==> src/rtl/sfa_pkg.sv <==
package sfa_pkg;

  localparam int FRAME_W  = 16;
  localparam int COL_W    = 8;
  localparam int PERIOD_W = 24;
  localparam int ACC_W    = 32;
  localparam int CMD_W    = 3;
  localparam int CFG_AW   = 2;
  localparam int CFG_DW   = 24;

  // one quotient bit per divider step
  localparam int DIV_STEPS = FRAME_W;
  localparam int CNT_W     = $clog2(DIV_STEPS + 1);

  localparam logic [CMD_W-1:0] CMD_TICK       = 3'd0;
  localparam logic [CMD_W-1:0] CMD_PLAY       = 3'd1;
  localparam logic [CMD_W-1:0] CMD_PLAY_RANGE = 3'd2;
  localparam logic [CMD_W-1:0] CMD_PAUSE      = 3'd3;
  localparam logic [CMD_W-1:0] CMD_STOP       = 3'd4;
  localparam logic [CMD_W-1:0] CMD_SET_FRAME  = 3'd5;
  localparam logic [CMD_W-1:0] CMD_RESTART    = 3'd6;

  localparam logic [CFG_AW-1:0] REG_SHEET_COLUMNS = 2'd0;
  localparam logic [CFG_AW-1:0] REG_SHEET_ROWS    = 2'd1;
  localparam logic [CFG_AW-1:0] REG_FRAME_PERIOD  = 2'd2;

  localparam logic [COL_W-1:0]    COLUMNS_RST = 8'd1;
  localparam logic [COL_W-1:0]    ROWS_RST    = 8'd1;
  localparam logic [PERIOD_W-1:0] PERIOD_RST  = 24'd83333;

  typedef struct packed {
    logic [CMD_W-1:0]   command;
    logic [FRAME_W-1:0] elapsed;
    logic [FRAME_W-1:0] first_frame;
    logic [FRAME_W-1:0] range_length;
    logic [FRAME_W-1:0] frame_number;
  } in_word_t;

  typedef struct packed {
    logic [COL_W-1:0]   cell_column;
    logic [COL_W-1:0]   cell_row;
    logic [FRAME_W-1:0] current_frame;
    logic               is_playing;
    logic               range_error;
  } out_word_t;

endpackage

==> src/rtl/sprite_frame_animator_top.sv <==
// Sprite-sheet frame animation timer.
// Input channel (in_valid / in_stall / in_data): one command word per item
// (tick, play, play_range, pause, stop, set_frame, restart). Each accepted
// word yields exactly one result word on the output channel
// (out_valid / out_stall / out_data): current frame, its sheet column and row,
// the playing flag and the range error flag.
// The command updates the timer state in the cycle it is accepted; the cell
// column and row then come from a bit-serial restoring divider that produces
// one quotient bit per cycle. The result is registered into out_data, and a
// new word can be taken in the same cycle that the result appears there; no
// new word is taken while the divider is busy with the last one.
// in_stall is high while the divider runs or holds its finished result. The
// result register frees the input side: a new word is accepted while a result
// waits; if the next result is ready before the old one is taken, the divider
// holds until out_stall drops. The user must write configuration (cfg_we /
// cfg_addr / cfg_wdata) while idle only; the block itself does not enforce it.
// Synchronous reset (rst_n low) restores the register defaults, stops play,
// clears the accumulator and frame, and empties the result register.
module sprite_frame_animator_top (
  input  logic                         clk,
  input  logic                         rst_n,
  input  logic                         in_valid,
  output logic                         in_stall,
  input  sfa_pkg::in_word_t            in_data,
  output logic                         out_valid,
  input  logic                         out_stall,
  output sfa_pkg::out_word_t           out_data,
  input  logic                         cfg_we,
  input  logic [sfa_pkg::CFG_AW-1:0]   cfg_addr,
  input  logic [sfa_pkg::CFG_DW-1:0]   cfg_wdata
);

  localparam logic ST_IDLE = 1'b0;
  localparam logic ST_BUSY = 1'b1;

  logic [sfa_pkg::COL_W-1:0]    cols_r, cols_nxt;
  logic [sfa_pkg::COL_W-1:0]    rows_r, rows_nxt;
  logic [sfa_pkg::PERIOD_W-1:0] period_r, period_nxt;

  logic [sfa_pkg::ACC_W-1:0]   acc_r, acc_nxt;
  logic [sfa_pkg::FRAME_W-1:0] frame_r, frame_nxt;
  logic [sfa_pkg::FRAME_W-1:0] start_r, start_nxt;
  logic [sfa_pkg::FRAME_W:0]   nframes_r, nframes_nxt;
  logic                        playing_r, playing_nxt;
  logic                        err_r, err_nxt;

  logic                        state_r, state_nxt;
  logic [sfa_pkg::CNT_W-1:0]   cnt_r, cnt_nxt;
  logic [sfa_pkg::FRAME_W-1:0] quo_r, quo_nxt;
  logic [sfa_pkg::COL_W-1:0]   rem_r, rem_nxt;
  logic [sfa_pkg::COL_W-1:0]   div_r, div_nxt;

  logic                        out_valid_r, out_valid_nxt;
  sfa_pkg::out_word_t          out_data_r, out_data_nxt;

  logic                        accept;
  logic                        div_done;
  logic                        load_out;
  logic [sfa_pkg::COL_W-1:0]   eff_cols;
  logic [sfa_pkg::FRAME_W-1:0] frames_total;
  logic [sfa_pkg::ACC_W:0]     acc_sum;
  logic [sfa_pkg::ACC_W-1:0]   acc_sat;
  logic [sfa_pkg::FRAME_W:0]   frame_inc;
  logic [sfa_pkg::FRAME_W+1:0] range_end;
  logic [sfa_pkg::FRAME_W:0]   range_top;
  logic [sfa_pkg::COL_W:0]     rem_shift;
  logic                        rem_ge;

  assign accept   = in_valid && !in_stall;
  assign in_stall = (state_r == ST_BUSY);
  assign div_done = (cnt_r == sfa_pkg::CNT_W'(sfa_pkg::DIV_STEPS));
  assign load_out = (state_r == ST_BUSY) && div_done && (!out_valid_r || !out_stall);

  assign eff_cols     = (cols_r == '0) ? sfa_pkg::COL_W'(1) : cols_r;
  assign frames_total = {{(sfa_pkg::FRAME_W - sfa_pkg::COL_W){1'b0}}, eff_cols}
                      * {{(sfa_pkg::FRAME_W - sfa_pkg::COL_W){1'b0}}, rows_r};

  assign acc_sum   = {1'b0, acc_r} + {{(sfa_pkg::ACC_W - sfa_pkg::FRAME_W + 1){1'b0}},
                                       in_data.elapsed};
  assign acc_sat   = acc_sum[sfa_pkg::ACC_W] ? '1 : acc_sum[sfa_pkg::ACC_W-1:0];
  assign frame_inc = {1'b0, frame_r} + (sfa_pkg::FRAME_W+1)'(1);
  assign range_end = {2'b00, start_r} + {1'b0, nframes_r};
  assign range_top = {1'b0, in_data.first_frame} + {1'b0, in_data.range_length};

  // config registers
  always_comb begin
    cols_nxt   = cols_r;
    rows_nxt   = rows_r;
    period_nxt = period_r;
    if (cfg_we) begin
      case (cfg_addr)
        sfa_pkg::REG_SHEET_COLUMNS: cols_nxt   = cfg_wdata[sfa_pkg::COL_W-1:0];
        sfa_pkg::REG_SHEET_ROWS:    rows_nxt   = cfg_wdata[sfa_pkg::COL_W-1:0];
        sfa_pkg::REG_FRAME_PERIOD:  period_nxt = cfg_wdata[sfa_pkg::PERIOD_W-1:0];
        default: ;
      endcase
    end
  end

  // command decode, applied at accept
  always_comb begin
    acc_nxt     = acc_r;
    frame_nxt   = frame_r;
    start_nxt   = start_r;
    nframes_nxt = nframes_r;
    playing_nxt = playing_r;
    err_nxt     = err_r;
    if (accept) begin
      err_nxt = 1'b0;
      case (in_data.command)
        sfa_pkg::CMD_TICK: begin
          if (playing_r) begin
            if (acc_sat >= {{(sfa_pkg::ACC_W - sfa_pkg::PERIOD_W){1'b0}}, period_r}) begin
              acc_nxt = '0;
              if ({1'b0, frame_inc} >= range_end) frame_nxt = start_r;
              else frame_nxt = frame_inc[sfa_pkg::FRAME_W-1:0];
            end else begin
              acc_nxt = acc_sat;
            end
          end
        end
        sfa_pkg::CMD_PLAY: begin
          if (!playing_r) begin
            start_nxt   = '0;
            nframes_nxt = {1'b0, frames_total};
            playing_nxt = 1'b1;
            frame_nxt   = '0;
            acc_nxt     = '0;
          end
        end
        sfa_pkg::CMD_PLAY_RANGE: begin
          if (!playing_r) begin
            if (range_top > {1'b0, frames_total}) begin
              err_nxt = 1'b1;
            end else begin
              start_nxt   = in_data.first_frame;
              nframes_nxt = {1'b0, in_data.range_length};
              playing_nxt = 1'b1;
              frame_nxt   = in_data.first_frame;
              acc_nxt     = '0;
            end
          end
        end
        sfa_pkg::CMD_PAUSE: playing_nxt = 1'b0;
        sfa_pkg::CMD_STOP: begin
          playing_nxt = 1'b0;
          frame_nxt   = start_r;
        end
        sfa_pkg::CMD_SET_FRAME: begin
          if (in_data.frame_number >= frames_total) err_nxt = 1'b1;
          else frame_nxt = in_data.frame_number;
        end
        sfa_pkg::CMD_RESTART: begin
          frame_nxt = start_r;
          acc_nxt   = '0;
        end
        default: ;
      endcase
    end
  end

  // restoring divider, one quotient bit per cycle, MSB first
  assign rem_shift = {rem_r, quo_r[sfa_pkg::FRAME_W-1]};
  assign rem_ge    = (rem_shift >= {1'b0, div_r});

  always_comb begin
    state_nxt = state_r;
    cnt_nxt   = cnt_r;
    quo_nxt   = quo_r;
    rem_nxt   = rem_r;
    div_nxt   = div_r;
    if (accept) begin
      state_nxt = ST_BUSY;
      cnt_nxt   = '0;
      quo_nxt   = frame_nxt;
      rem_nxt   = '0;
      div_nxt   = eff_cols;
    end else if (state_r == ST_BUSY) begin
      if (!div_done) begin
        cnt_nxt = cnt_r + sfa_pkg::CNT_W'(1);
        quo_nxt = {quo_r[sfa_pkg::FRAME_W-2:0], rem_ge};
        rem_nxt = rem_ge ? sfa_pkg::COL_W'(rem_shift - {1'b0, div_r})
                         : rem_shift[sfa_pkg::COL_W-1:0];
      end else if (load_out) begin
        state_nxt = ST_IDLE;
      end
    end
  end

  always_comb begin
    out_valid_nxt = out_valid_r;
    out_data_nxt  = out_data_r;
    if (load_out) begin
      out_valid_nxt              = 1'b1;
      out_data_nxt.cell_column   = rem_r;
      out_data_nxt.cell_row      = quo_r[sfa_pkg::COL_W-1:0];
      out_data_nxt.current_frame = frame_r;
      out_data_nxt.is_playing    = playing_r;
      out_data_nxt.range_error   = err_r;
    end else if (out_valid_r && !out_stall) begin
      out_valid_nxt = 1'b0;
    end
  end

  always_ff @(posedge clk) begin
    if (!rst_n) begin
      cols_r      <= sfa_pkg::COLUMNS_RST;
      rows_r      <= sfa_pkg::ROWS_RST;
      period_r    <= sfa_pkg::PERIOD_RST;
      acc_r       <= '0;
      frame_r     <= '0;
      start_r     <= '0;
      nframes_r   <= '0;
      playing_r   <= 1'b0;
      err_r       <= 1'b0;
      state_r     <= ST_IDLE;
      cnt_r       <= '0;
      out_valid_r <= 1'b0;
    end else begin
      cols_r      <= cols_nxt;
      rows_r      <= rows_nxt;
      period_r    <= period_nxt;
      acc_r       <= acc_nxt;
      frame_r     <= frame_nxt;
      start_r     <= start_nxt;
      nframes_r   <= nframes_nxt;
      playing_r   <= playing_nxt;
      err_r       <= err_nxt;
      state_r     <= state_nxt;
      cnt_r       <= cnt_nxt;
      out_valid_r <= out_valid_nxt;
    end
  end

  always_ff @(posedge clk) begin
    quo_r      <= quo_nxt;
    rem_r      <= rem_nxt;
    div_r      <= div_nxt;
    out_data_r <= out_data_nxt;
  end

  assign out_valid = out_valid_r;
  assign out_data  = out_data_r;

  a_accept_starts_div: assert property (@(posedge clk) disable iff (!rst_n)
    accept |=> (state_r == ST_BUSY) && (cnt_r == '0))
    else $error("accepted word did not start the divider");

  a_result_from_div: assert property (@(posedge clk) disable iff (!rst_n)
    $rose(out_valid_r) |-> $past(state_r == ST_BUSY) && $past(div_done))
    else $error("result shown without a finished divide");

  a_rem_below_div: assert property (@(posedge clk) disable iff (!rst_n)
    (state_r == ST_BUSY) |-> (rem_r < div_r))
    else $error("divider remainder not below divisor");

  a_cnt_bound: assert property (@(posedge clk) disable iff (!rst_n)
    cnt_r <= sfa_pkg::CNT_W'(sfa_pkg::DIV_STEPS))
    else $error("divider step count out of range");

endmodule
==> config.mk <==
export PLATFORM = sky130hd
export DESIGN_NAME = sprite_frame_animator_top
export DESIGN_NICKNAME = d
export VERILOG_FILES = /design/src/rtl/sfa_pkg.sv /design/src/rtl/sprite_frame_animator_top.sv
export SDC_FILE = /design/constraint.sdc
export NUM_CORES = 1
export LEC_CHECK = 0
export ABC_AREA = 1
export ABC_CLOCK_PERIOD_IN_PS = 9900
export BUFFER_PORTS_ARGS = -buffer_cell sky130_fd_sc_hd__buf_4
export CAP_MARGIN = 30
export CELL_PAD_IN_SITES_DETAIL_PLACEMENT = 1
export CELL_PAD_IN_SITES_GLOBAL_PLACEMENT = 2
export CORE_MARGIN = 8
export CORE_UTILIZATION = 37
export CTS_CLUSTER_SIZE = 14
export DETAILED_ROUTE_END_ITERATION = 8
export MAX_ROUTING_LAYER = met4
export PLACE_DENSITY_LB_ADDON = 0.25
export REMOVE_ABC_BUFFERS = 1
export SLEW_MARGIN = 25
export SYNTH_ARGS = -nofsm -noshare
export SYNTH_HDL_FRONTEND = slang
export SYNTH_SLANG_ARGS = --single-unit
==> constraint.sdc <==
create_clock -name clk -period 9.9 [get_ports clk]
set_input_delay 1.485 -clock clk [delete_from_list [all_inputs] [get_ports clk]]
set_output_delay 1.485 -clock clk [all_outputs]
set_load 0.02 [all_outputs]
**After elaboration in Yosys (flattened, before gate mapping)**

Index checks and enable logic that the tools add are counted.

- Bits of input ports: 98
- Word-level logic and storage cells: 117
- Bits in registers: 196

- Add/sub/neg operators: 6
- Multiplexer cells: 42
- $lt $le $gt $ge: 5
- Multipliers: 1
- Bitwise operators: 2
- Eq/ne operators: 14
- Reduce and logical (&&, ||, !) cells: 27

Operators with widths:

| kind | count |
|---|---|
| 16-bit 2-to-1 mux | 14 |
| 32-bit 2-to-1 mux | 6 |
| 32-bit case mux with 4 select lines | 1 |
| 16-bit case mux with 5 select lines | 1 |
| 17-bit 2-to-1 mux | 3 |
| 17-bit case mux with 2 select lines | 1 |
| 32-bit by 16-bit adder with 33-bit output | 1 |
| 32-bit by 24-bit >= comparator with 1-bit output | 1 |
| 16-bit case mux with 2 select lines | 1 |
| 16-bit by 17-bit adder with 18-bit output | 1 |
| 17-bit by 18-bit >= comparator with 1-bit output | 1 |
| 16-bit by 1-bit adder with 17-bit output, second input constant | 1 |
| 16-bit by 16-bit adder with 17-bit output | 1 |
| 17-bit by 16-bit > comparator with 1-bit output | 1 |
| 16-bit >= comparator | 1 |
| 8-bit by 8-bit multiplier with 16-bit output | 1 |
| 8-bit 2-to-1 mux | 2 |
| 2-bit AND reduction | 6 |
| 1-bit 2-to-1 mux | 11 |
| 2-bit inequality test, second input constant | 5 |
| 3-bit equality test, second input constant | 3 |
| 9-bit by 8-bit >= comparator with 1-bit output | 1 |
| 8-bit logical NOT | 1 |
| 8-bit subtractor | 1 |
| 20 further kinds | 31 |

**Longest topological paths before layout**

- Depth in word-level cells: 9
- Mapped depth: 38

**Least setup slack after synthesis**

No wires, ideal clock.

- Kind: register -> register
- Start: register cols_r[1] in the netlist's numbering
- End: register quo_r[6] in the netlist's numbering (data pin)
- Slack: 3.196 ns
- Path buffers: 1
- Cell stages (with the launch flop): 36
- Arrival time: 6.449 ns
- Clock period less this slack: 6.704 ns
- Library setup time: 0.255 ns
- Cell sequence: dfxtp_1 > or4_1 > nor4_1 > nor2_1 > inv_1 > nand2_1 > fa_1 > fa_1 > inv_1 > fa_1 > inv_1 > fa_1 > inv_1 > ha_1 > inv_1 > nor3_1 > nand2_1 > o211ai_1 > a21oi_1 > o21bai_1 > a21oi_1 > nor2_1 > nor2_1 > xor2_1 > ha_1 > nand4_1 > nor4_1 > nand3_1 > or3_4 > nand2_4 > buf_2 > nand3_1 > nand3_1 > nand3_1 > nand2_1 > nand2_1

- Longest elaborated chain between the ends: 9
- Elaborated cells on any way between the ends: 11

RTL lines:

| item | line | RTL |
|---|---|---|
| from (decl) | sprite_frame_animator_top.sv:36 | `logic [sfa_pkg::COL_W-1:0] cols_r, cols_nxt;` |
| from (signal assigned) | sprite_frame_animator_top.sv:207 | `cols_r <= sfa_pkg::COLUMNS_RST;` |
| from (signal assigned) | sprite_frame_animator_top.sv:220 | `cols_r <= cols_nxt;` |
| 8-bit logical NOT * | sprite_frame_animator_top.sv:74 | `assign eff_cols = (cols_r == '0) ? sfa_pkg::COL_W'(1) : cols_r;` |
| 8-bit 2-to-1 mux * | sprite_frame_animator_top.sv:74 |  |
| named net eff_cols, one bit | sprite_frame_animator_top.sv:59 | `logic [sfa_pkg::COL_W-1:0] eff_cols;` |
| 8-bit by 8-bit multiplier with 16-bit output * | sprite_frame_animator_top.sv:76 | `* {{(sfa_pkg::FRAME_W - sfa_pkg::COL_W){1'b0}}, rows_r};` |
| 17-bit by 16-bit > comparator with 1-bit output | sprite_frame_animator_top.sv:133 | `if (range_top > {1'b0, frames_total}) begin` |
| 16-bit 2-to-1 mux | sprite_frame_animator_top.sv:133 |  |
| 16-bit 2-to-1 mux | sprite_frame_animator_top.sv:132 | `if (!playing_r) begin` |
| 16-bit case mux with 5 select lines * | sprite_frame_animator_top.sv:110 | `case (in_data.command)` |
| 16-bit 2-to-1 mux * | sprite_frame_animator_top.sv:108 | `if (accept) begin` |
| 16-bit 2-to-1 mux * | sprite_frame_animator_top.sv:172 | `if (accept) begin` |
| named net quo_nxt, one bit | sprite_frame_animator_top.sv:49 | `logic [sfa_pkg::FRAME_W-1:0] quo_r, quo_nxt;` |
| to (signal assigned) | sprite_frame_animator_top.sv:236 | `quo_r <= quo_nxt;` |
| to (decl) | sprite_frame_animator_top.sv:49 |  |

Mark *: on every way through the listed nets, which the timed path passes. The rest lies on a longest branch.
A chain may end at the register's enable or synchronous reset.

**Worst setup path in the final report**

- Start: register cols_r[1] in the netlist's numbering
- End: register acc_r[5] in the netlist's numbering

- Longest elaborated chain between the ends: 6

RTL lines:

| item | line | RTL |
|---|---|---|
| 8-bit logical NOT | sprite_frame_animator_top.sv:74 |  |
| 8-bit 2-to-1 mux | sprite_frame_animator_top.sv:74 |  |
| named net eff_cols, one bit | sprite_frame_animator_top.sv:59 |  |
| 8-bit by 8-bit multiplier with 16-bit output | sprite_frame_animator_top.sv:76 |  |
| 17-bit by 16-bit > comparator with 1-bit output | sprite_frame_animator_top.sv:133 |  |
| 2-bit inequality test (no line) | n/a |  |
| 6-bit AND reduction (no line) | n/a |  |
| to (signal assigned) | sprite_frame_animator_top.sv:223 | `acc_r <= acc_nxt;` |
| to (decl) | sprite_frame_animator_top.sv:40 | `logic [sfa_pkg::ACC_W-1:0] acc_r, acc_nxt;` |

The timed path passes the listed nets, and every way through them passes these cells.

==> impl_metrics.ini <==
[place]
dp_slack_ps = 1500
finalWeightedCongestion = 0.9015
dp_hpwl_um = 48430
numPortBuffers = 133
dpl_cell_area_mm2 = 0.01828

[timing]
hold_viol = 0
min_period_ps = 8428
relSlewSlack = 0.3584
report.final.slew_viol_count = 0
worst_pin_slew_ps = 961.4
setup_viol = 0
fin_crit_sh = 0.8513
setup_ws_ps = 1472
setup_tns_ps = 0
grt_setup_unrepaired = false
fin_skew_ps = 18.39
max_freq_mhz = 118.7

[layout]
fin_nets = 2881
fillers = 5888
layout-drive-gt1-share = 0.08758
syn_to_final_growth_pct = 12.35
fin_util = 0.4188
postLayoutCellArea_mm2 = 0.01892

[clock_tree]
cts_resized = 0
post_cts_buffers = 0
hold_buffers = 0
h-tree-depth = 4
root_buffer = clkbuf_16
path_clk_slew_ps = 80
clock_latency_ps = 510
cts_inserted_buffers = 17
cts.sinks = 195
cts_buffer_depth = 2
tritoncts = done

[drt]
avgViaCountPerCell = 5.224
firstDrtPassIters = 5
wl_per_cell_um = 19.43
antenna_left = 0
vias = 16700
drt_iter0_drc = 960
drcViolationCount = 0
wl_um = 62130

[die]
rows = 78
start_util = 0.3727
core_mm2 = 0.04519
die-area_mm2 = 0.05260
ios = 134
dieHeight_um = 229.4
fp.dieW_um = 229.4

[worst_setup_path]
critPathBufInv = 7
worst-setup-path-type = reg -> reg
critPathMaxFanout = 35
crit_path_end_kind = register
worstPathArrival_ps = 8840
start_kind = register
critPathRequiredTime_ps = 10320
cpPeakStageDelay_ps = 540
cpMaxStageDelayCell = or4_1
critPathTopFamily = simple AND/OR/NAND/NOR gates
cp_common_cell = inv_1

[pwr]
p_comb_frac = 0.322
p_int_uw = 1532
power.share.sequential = 0.377
ir_worst_vdd_uv = 112.5
power.density_mw_per_mm2 = 131.8
p_leak_uw = 0.009541
switchingPower_uw = 961.4
p_clk_frac = 0.301
sw_frac_of_total = 0.3855

[synthesis]
syn-cell-area_mm2 = 0.01684
ys_ff_latch = 195
ys.flop_type = dfxtp_1
syn_avg_cell_area_um2 = 6.713
synth_top_area_frac = 0.1628
synth_top_area_cell = dfxtp_1
ys.warnings.count = 0
synth_edf_count = 58
synth_cell_types = 50
synthCells = 2509
synthArstFlopShare = 0
ys_top_cells_by_area = dfxtp_1 16%, nand2_1 15%, ha_1 12%
synth.yosys.seq_area_share = 0.2663

[grt]
grt_first_pass_wirelength_um = 97360
grt_antenna_before_repair = 5
grt_util_all_layers = 0.2409
grt_pass1_vias = 17340
globalRoute.totalOverflow = 0
grt_max_degree = 60

[status]
status = completed

[worst_hold_path]
hold_class = reg -> reg

[flow_run]
maxCapViolations = 0
Yosys cell counts (12+ instances only):
library cell / instances
o22ai_1: 15
ha_1: 164
a31oi_1: 21
nand3_1: 158
nor2_1: 249
nor3_1: 31
xnor2_1: 24
edfxtp_1: 58
dfxtp_1: 137
nand2_1: 654
o211ai_1: 12
inv_1: 388
nand4_1: 34
fa_1: 40
clkbuf_1: 69
a21oi_1: 173
o21ai_0: 116
xor2_1: 43
path summary, 6_finish.rpt:
path	slack, ps	startpoint	end	cells after the start
worst min register to register	450	err_r	out_data[0]	0
worst max-delay path	1470	cols_r[1]	acc_r[5]	35
worst max register to register	1470	cols_r[1]	acc_r[5]	35
worst min-delay path	450	err_r	out_data[0]	0
cell families (layout without fill, tap and decap cells):
logic type,after synthesis,in the layout,share of synthesized area
other,0,5,0
and+or+nand+nor,1172,1172,0.2916
DFF,195,195,0.2663
xor gates and xnor gates,67,67,0.03484
buffers and inverters,493,576,0.1156
adders and majority gates,204,204,0.1694
AOI/OAI and AO/OA,378,378,0.1224
flip-flops by register name, summed over array words and instances (netlist names):
| register | cells |
|---|---|
| out_data | 34 |
| acc_r | 32 |
| period_r | 24 |
| frame_r | 16 |
| nframes_r | 16 |
| quo_r | 16 |
| start_r | 16 |
| cols_r | 8 |
| div_r | 8 |
| rem_r | 8 |
| rows_r | 8 |
| cnt_r | 5 |
| err_r | 1 |
| in_stall | 1 |
| out_valid | 1 |
| playing_r | 1 |
power groups by stage:
stage               logic [uW]  clock network (uW)  registers, uW
finish                     804                 749            941
global route               915                 791            947
CTS                        808                 767            940
detailed placement         802                   0            958
global placement           770                   0            955
floorplan                  532                   0            934
routing by layer:
metal	GRT usage	share of wire	vias to the layer above
met2	0.4174	0.49	316
met3	0.03622	0.038	91
met1	0.2852	0.44	8088
li1	-	-	8205
met5	-	0	-
met4	0.07571	0.025	0
area by class of cell:
type,instances,area (um2),share of cell area
repair buffers,148,1124,0.05938
diodes,5,12.51,0.0006612
clock buffers,19,454.2,0.02400
multi-input cells,1821,10450,0.5522
flip-flops and latches,195,4484,0.2370
inverters,396,1491,0.07882
well taps,600,750.7,0.03967
clock inverters,13,156.4,0.008266
through the flow:
stage               hold WS (ps)  std cells  total power (uW)
floorplan                  403.0       2412              1466
global placement           430.6       3156              1725
detailed placement         430.5       3158              1760
CTS                        448.1       3190              2516
global route               454.9       3197              2653
finish                     446.3       3197              2494
placed cells by master, fill, tap and decap left out, drive strengths merged, types with 15 or more instances in the layout:
cell type  Yosys  layout
nor2         249     249
o21ai        126     126
a21oi        184     184
fa            40      40
ha           164     164
dfxtp        137     137
nand4         34      34
o22ai         15      15
clkbuf        75      19
xor2          43      43
nor3          38      38
a31oi         21      21
nand2        665     665
inv          391     398
xnor2         24      24
edfxtp        58      58
buf           22     148
nand3        162     162
Power figures use the tool's default switching activity.
